`config.mk`:
```
export PLATFORM = sky130hd
export DESIGN_NAME = lbbf_ctrl
export DESIGN_NICKNAME = d
export VERILOG_FILES = /design/src/hw/rtl/lbbf_pkg.sv /design/src/hw/rtl/lbbf_ctrl.sv
export SDC_FILE = /design/constraint.sdc
export NUM_CORES = 1
export LEC_CHECK = 0
export ABC_AREA = 1
export BUFFER_PORTS_ARGS = -buffer_cell sky130_fd_sc_hd__buf_2
export CAP_MARGIN = 20
export CORE_AREA = 5 5 42 44
export CTS_CLUSTER_DIAMETER = 30
export CTS_CLUSTER_SIZE = 28
export DETAILED_ROUTE_END_ITERATION = 8
export DIE_AREA = 0 0 47 49
export PLACE_DENSITY = 0.46
export SKIP_CTS_REPAIR_TIMING = 1
export SYNTH_ARGS = -nofsm -noshare
export SYNTH_HDL_FRONTEND = slang
export SYNTH_SLANG_ARGS = --single-unit
```
`constraint.sdc`:
```
create_clock -name aclk -period 3 [get_ports aclk]
set_clock_uncertainty 0.1 [all_clocks]
set_input_delay 0.15 -clock aclk [delete_from_list [all_inputs] [get_ports aclk]]
set_output_delay 0.15 -clock aclk [all_outputs]
set_load 0.01 [all_outputs]
```
`src/hw/rtl/lbbf_pkg.sv`:
```
// Shared types, constants and codes for the label bounding box fill fraction block.
package lbbf_pkg;

    localparam int MAX_REGIONS = 256;
    localparam int REGION_BITS = 8;
    localparam int COORD_BITS  = 10;
    localparam int SIZE_BITS   = COORD_BITS + 1;
    localparam int COUNT_BITS  = 30;
    localparam int FRAC_BITS   = 17;
    localparam int VOL_BITS    = 3 * COORD_BITS + 1;
    localparam int QUOT_BITS   = 16;
    localparam int ITER_BITS   = 5;

    localparam logic [COUNT_BITS-1:0] COUNT_MAX = {COUNT_BITS{1'b1}};
    localparam logic [SIZE_BITS-1:0]  SIZE_LIM  = SIZE_BITS'(1) << COORD_BITS;

    localparam logic [1:0] CMD_VOXEL = 2'd0;
    localparam logic [1:0] CMD_QUERY = 2'd1;
    localparam logic [1:0] CMD_CLEAR = 2'd2;

    localparam logic [1:0] REG_SIZE_X = 2'd0;
    localparam logic [1:0] REG_SIZE_Y = 2'd1;
    localparam logic [1:0] REG_SIZE_Z = 2'd2;

    typedef struct packed {
        logic [1:0]             command;
        logic [REGION_BITS-1:0] region;
    } in_t;

    typedef struct packed {
        logic [COUNT_BITS-1:0] voxel_count;
        logic [SIZE_BITS-1:0]  extent_x;
        logic [SIZE_BITS-1:0]  extent_y;
        logic [SIZE_BITS-1:0]  extent_z;
        logic [FRAC_BITS-1:0]  fill_fraction;
        logic                  seen;
    } out_t;

    typedef struct packed {
        logic [COUNT_BITS-1:0] count;
        logic [COORD_BITS-1:0] min_x;
        logic [COORD_BITS-1:0] max_x;
        logic [COORD_BITS-1:0] min_y;
        logic [COORD_BITS-1:0] max_y;
        logic [COORD_BITS-1:0] min_z;
        logic [COORD_BITS-1:0] max_z;
    } entry_t;

    typedef struct packed {
        logic rd_en;
        logic vox_wr;
        logic clear;
        logic ext_ld;
        logic mul1;
        logic mul2;
        logic div_init;
        logic div_step;
        logic out_ld;
    } ctrl_t;

    typedef struct packed {
        logic div_done;
    } stat_t;

endpackage

```
`src/hw/rtl/lbbf_ctrl.sv`:
```
// Controller state machine sequencing voxel updates, queries and clears.
module lbbf_ctrl (
    input  logic           aclk,
    input  logic           aresetn,
    input  logic           s_valid,
    input  logic [1:0]     s_command,
    output logic           s_ready,
    output logic           m_valid,
    input  logic           m_ready,
    input  lbbf_pkg::stat_t stat,
    output lbbf_pkg::ctrl_t ctrl
);

    localparam logic [2:0] ST_IDLE  = 3'd0;
    localparam logic [2:0] ST_VOXW  = 3'd1;
    localparam logic [2:0] ST_QEXT  = 3'd2;
    localparam logic [2:0] ST_QMUL1 = 3'd3;
    localparam logic [2:0] ST_QMUL2 = 3'd4;
    localparam logic [2:0] ST_QDINI = 3'd5;
    localparam logic [2:0] ST_QDIV  = 3'd6;
    localparam logic [2:0] ST_QOUT  = 3'd7;

    logic [2:0] state_reg, state_next;
    logic       m_valid_reg, m_valid_next;
    logic       accept;

    assign s_ready = (state_reg == ST_IDLE);
    assign m_valid = m_valid_reg;
    assign accept  = s_valid && s_ready;

    always_comb begin
        state_next   = state_reg;
        m_valid_next = m_valid_reg && !m_ready;
        ctrl         = '0;
        case (state_reg)
            ST_IDLE: begin
                if (accept) begin
                    case (s_command)
                        lbbf_pkg::CMD_VOXEL: begin
                            ctrl.rd_en = 1'b1;
                            state_next = ST_VOXW;
                        end
                        lbbf_pkg::CMD_QUERY: begin
                            ctrl.rd_en = 1'b1;
                            state_next = ST_QEXT;
                        end
                        lbbf_pkg::CMD_CLEAR: ctrl.clear = 1'b1;
                        default: ;
                    endcase
                end
            end
            ST_VOXW: begin
                ctrl.vox_wr = 1'b1;
                state_next  = ST_IDLE;
            end
            ST_QEXT: begin
                ctrl.ext_ld = 1'b1;
                state_next  = ST_QMUL1;
            end
            ST_QMUL1: begin
                ctrl.mul1  = 1'b1;
                state_next = ST_QMUL2;
            end
            ST_QMUL2: begin
                ctrl.mul2  = 1'b1;
                state_next = ST_QDINI;
            end
            ST_QDINI: begin
                ctrl.div_init = 1'b1;
                state_next    = ST_QDIV;
            end
            ST_QDIV: begin
                if (stat.div_done) begin
                    state_next = ST_QOUT;
                end else begin
                    ctrl.div_step = 1'b1;
                end
            end
            ST_QOUT: begin
                if (!m_valid_reg || m_ready) begin
                    ctrl.out_ld  = 1'b1;
                    m_valid_next = 1'b1;
                    state_next   = ST_IDLE;
                end
            end
            default: state_next = ST_IDLE;
        endcase
    end

    always_ff @(posedge aclk) begin
        if (!aresetn) begin
            state_reg   <= ST_IDLE;
            m_valid_reg <= 1'b0;
        end else begin
            state_reg   <= state_next;
            m_valid_reg <= m_valid_next;
        end
    end

endmodule

```
Word-level counts from Yosys, hierarchy flattened
Index checks and enable logic that the tools add are counted.
{"block": "totals", "mem_bits_ro": 0, "ramBits": 0, "latch_bits": 0, "mem_count": 0, "register_bits": 4}
{"block": "classes", "magnitude_cmp": 0, "n_mul": 0, "div": 0, "add_sub_neg": 0, "n_eq_ne": 13, "reduce_logical": 9, "shifts": 0, "n_mux": 22, "bitwise_logic": 0}
{"cell": "one-hot mux 3 bit (8 select lines)", "n": 1}
{"cell": "2-to-1 mux 1 bit", "n": 17}
{"cell": "equality test 3 bit, second input constant", "n": 4}
{"cell": "2-to-1 mux 3 bit", "n": 3}
{"cell": "equality test 3 x 2 -> 1 bit, second input constant", "n": 2}
{"cell": "one-hot mux 3 bit (2 select lines)", "n": 1}
{"cell": "!= test 2 bit, second input constant", "n": 2}
{"cell": "AND reduction 4 bit", "n": 1}
{"cell": "equality test 3 x 1 -> 1 bit, second input constant", "n": 1}
{"cell": "zero test 3 bit", "n": 1}
{"cell": "!= test 3 x 1 -> 1 bit, second input constant", "n": 1}
{"cell": "equality test 2 x 1 -> 1 bit, second input constant", "n": 1}
{"cell": "equality test 2 bit, second input constant", "n": 1}
{"cell": "logical AND 1 bit", "n": 2}
{"cell": "zero test 1 bit", "n": 2}
{"cell": "zero test 2 bit", "n": 1}
{"cell": "!= test 2 x 1 -> 1 bit, second input constant", "n": 1}
{"cell": "OR reduction 2 bit", "n": 1}
{"cell": "logical OR 1 bit", "n": 1}

Logic depth before layout (Yosys ltp)
{"block": "depth", "word_depth": 5, "depth_mapped": 8}

Least setup slack after synthesis
OpenSTA, ideal clock, no wires.
{"block": "synth_timing", "kind": "reg-to-output", "startpoint": "reg state_reg[1]", "endpoint": "out ctrl[6] (netlist bit)", "path_stages_with_launch": 6, "arrival_ns": 0.992, "required_time_ns": 2.750, "setup_slack_ns": 1.758, "cell_sequence": "dfxtp_1 -> nor2_2 -> inv_2 -> nor2_2 -> nand2_1 -> nor3_2"}
{"element": "start, declared", "line": "lbbf_ctrl.sv:23", "source": "logic [2:0] state_reg, state_next;"}
{"element": "start signal, assigned", "line": "lbbf_ctrl.sv:95", "source": "state_reg <= state_next;"}
{"element": "end, declared", "line": "lbbf_ctrl.sv:11", "source": "output lbbf_pkg::ctrl_t ctrl"}

==> impl_metrics.json <==
{
  "cpPeakStageDelay_ps": 360,
  "grt_util_all_layers": 0.0711,
  "cp-end-kind": "primary output",
  "path_cells": "nor2_2, inv_2, nor2_2, nand2_1, nor3_2, buf_2",
  "grt_start_max_net_pins": 8,
  "power_w": 0.000243,
  "via_per_inst": 4.05,
  "rsz0062_at_grt": "no",
  "pwr-share-seq": 0.303,
  "vdd_drop_max_uv": 249,
  "die_h_um": 49,
  "htreeDepth": 1,
  "cts_sinks": 4,
  "drive_gt1_frac": 0.368,
  "cts_tree": "yes",
  "io_pins": 18,
  "insertion_delay_ps": 240,
  "reg2reg_to": "state_reg[1]",
  "num_rows": 14,
  "vias": 373,
  "die-area_um2": 2300,
  "yosysWarnings": 0,
  "hold_violations": 0,
  "drv_slew": 0,
  "maxSlewHeadroom": 0.834,
  "met3_length_um": 97,
  "fin_crit_ps": 1540,
  "wl_met2_um": 347,
  "synth_area_leader_cell": "dfxtp_1",
  "hp-class": "in -> reg",
  "final_common_cell": "buf_2",
  "drc": 0,
  "grt_pass1_vias": 307,
  "place_area_um2": 414,
  "cts_buffers": 3,
  "timing.rr.start": "state_reg[0]",
  "stdcell_area_um2": 437,
  "max_freq_ghz": 0.651,
  "cp_slowest_cell": "dfxtp_1",
  "netlist_area_um2": 309,
  "p_comb_frac": 0.418,
  "worstHoldEndpoint": "state_reg[1]",
  "wl_per_cell_um": 9.07,
  "final_core_utilization": 0.312,
  "power.density_nw_per_um2": 558,
  "grt_pass1_wl_um": 1150,
  "cts_max_path_buffers": 2,
  "antenna_cells": 0,
  "grt_remaining_overflow": 0,
  "fin_crit_sh": 0.512,
  "p_leak_nw": 0.286,
  "multi_input_area_um2": 173,
  "initial_core_util": 0.221,
  "critPathMaxFanout": 7,
  "reg2reg_depth": 7,
  "syn_avg_cell_area_um2": 5.52,
  "gp_congestion": 0.718,
  "die-width_um": 47,
  "cts-root-buf": "clkbuf_4",
  "fillCellCount": 168,
  "num-nets-final": 85,
  "worstPathRequired_ps": 2750,
  "sw_frac_of_total": 0.402,
  "power_frac_clock": 0.279,
  "min_path_cells": 3,
  "status": "finished, final reports clean",
  "cap_violations": 0,
  "area_growth_pct": 41.3,
  "ys_seq_area_frac": 0.259,
  "hold_path_startpoint": "aresetn",
  "syn-num-nets": 63,
  "synth-seq-cells": 4,
  "port_buffers": 17,
  "worstMarginPinSlew_ps": 249,
  "setup.worst_path.class": "reg -> out",
  "top_layer_used": "met3",
  "core_area_um2": 1400,
  "setup-violations-final": 0,
  "cp-start-kind": "register",
  "setup_tns_ps": 0,
  "ys_types": 15,
  "antenna_found_initial": 0,
  "p_int_w": 0.000146,
  "clk_pin_slew_ps": 40,
  "drt_pass1_iterations": 4,
  "cp.arrival_ps": 1290,
  "detail_route.wirelength_um": 834,
  "fin_cells": 92,
  "largest_reg_flops": 3,
  "layout_common_cells": "17 x buf_2, 12 x inv_1, 11 x nor2_1, 10 x nand2_1, 5 x nand3_1",
  "synthCells": 56,
  "regArea_um2": 80.1,
  "antenna_left": 0,
  "synth_top_area_frac": 0.259,
  "wl_met1_um": 390,
  "cp_common_cell": "nor2_2",
  "drt-initial-drc-count": 5,
  "dp_cells": 89,
  "yosys-top-cells-area": "dfxtp_1 26%, inv_1 15%, nor2_1 13%",
  "switching_power_w": 0.0000978,
  "dpl.hpwl_um": 677,
  "ff2ff_setup_slack_ps": 1830
}
==> cell families after synthesis <==
logic type | count (synthesis) | synth area share
flops | 4 | 0.259
compound gates | 4 | 0.0728
simple gates | 33 | 0.486
buf+inv | 15 | 0.182
==> cells in the mapped netlist <==
cell type / number
a21oi_1: 1
nand2_1: 10
nand3_1: 5
inv_1: 12
nor2_1: 11
nor3_2: 1
o21ai_0: 1
nand2_2: 2
nor2_2: 2
a211oi_1: 1
dfxtp_1: 4
inv_2: 3
o21ai_1: 1
nor3_1: 1
nand4_1: 1
==> area by class of cell <==
| class | count | share of cell area |
|---|---|---|
| tap | 16 | 0.0458 |
| timing repair buffer | 17 | 0.195 |
| multi-input combinational | 37 | 0.395 |
| sequential | 4 | 0.183 |
| clock buffer | 3 | 0.0516 |
| inverter | 15 | 0.129 |
==> power by group through the flow <==
stage | logic [W] | registers [W] | clock network (W)
after floorplan | 0.0000730 | 0.0000719 | 0
after global placement | 0.000102 | 0.0000745 | 0
after detailed placement | 0.000103 | 0.0000745 | 0
after CTS | 0.000103 | 0.0000736 | 0.0000720
after global routing | 0.000115 | 0.0000745 | 0.0000798
final | 0.000102 | 0.0000737 | 0.0000679
==> worst max-delay path by stage <==
stage,from,endpoint,slack [ps],cells past startpoint
after CTS,state_reg[1],ctrl[6],1450,6
after global routing,state_reg[1],ctrl[6],1330,6
after global placement,state_reg[1],ctrl[6],1740,6
after detailed placement,state_reg[1],ctrl[6],1720,6
final,state_reg[1],ctrl[6],1460,6
after floorplan,state_reg[1],ctrl[6],1760,5
==> critical path, delay by kind of cell (launching register included) <==
| family | cells | cell delay (ps) |
|---|---|---|
| AND/OR/NAND/NOR | 4 | 490 |
| buffers and inverters | 2 | 200 |
| flip-flops | 1 | 360 |
==> metrics by stage <==
step | hold slack, ps | setup slack, ps
after CTS | 53.3 | 1450
after floorplan | 178 | 1760
after detailed placement | 309 | 1720
after global placement | 310 | 1740
final | 61.3 | 1460
after global routing | 60.9 | 1330
==> layer usage <==
layer  track usage  up-vias
met4             0        0
met2        0.0995       15
li1              -      209
met3        0.0701        0
met1        0.0835      149
met5             0        -
Note: power is estimated with default switching activity, not from simulation.
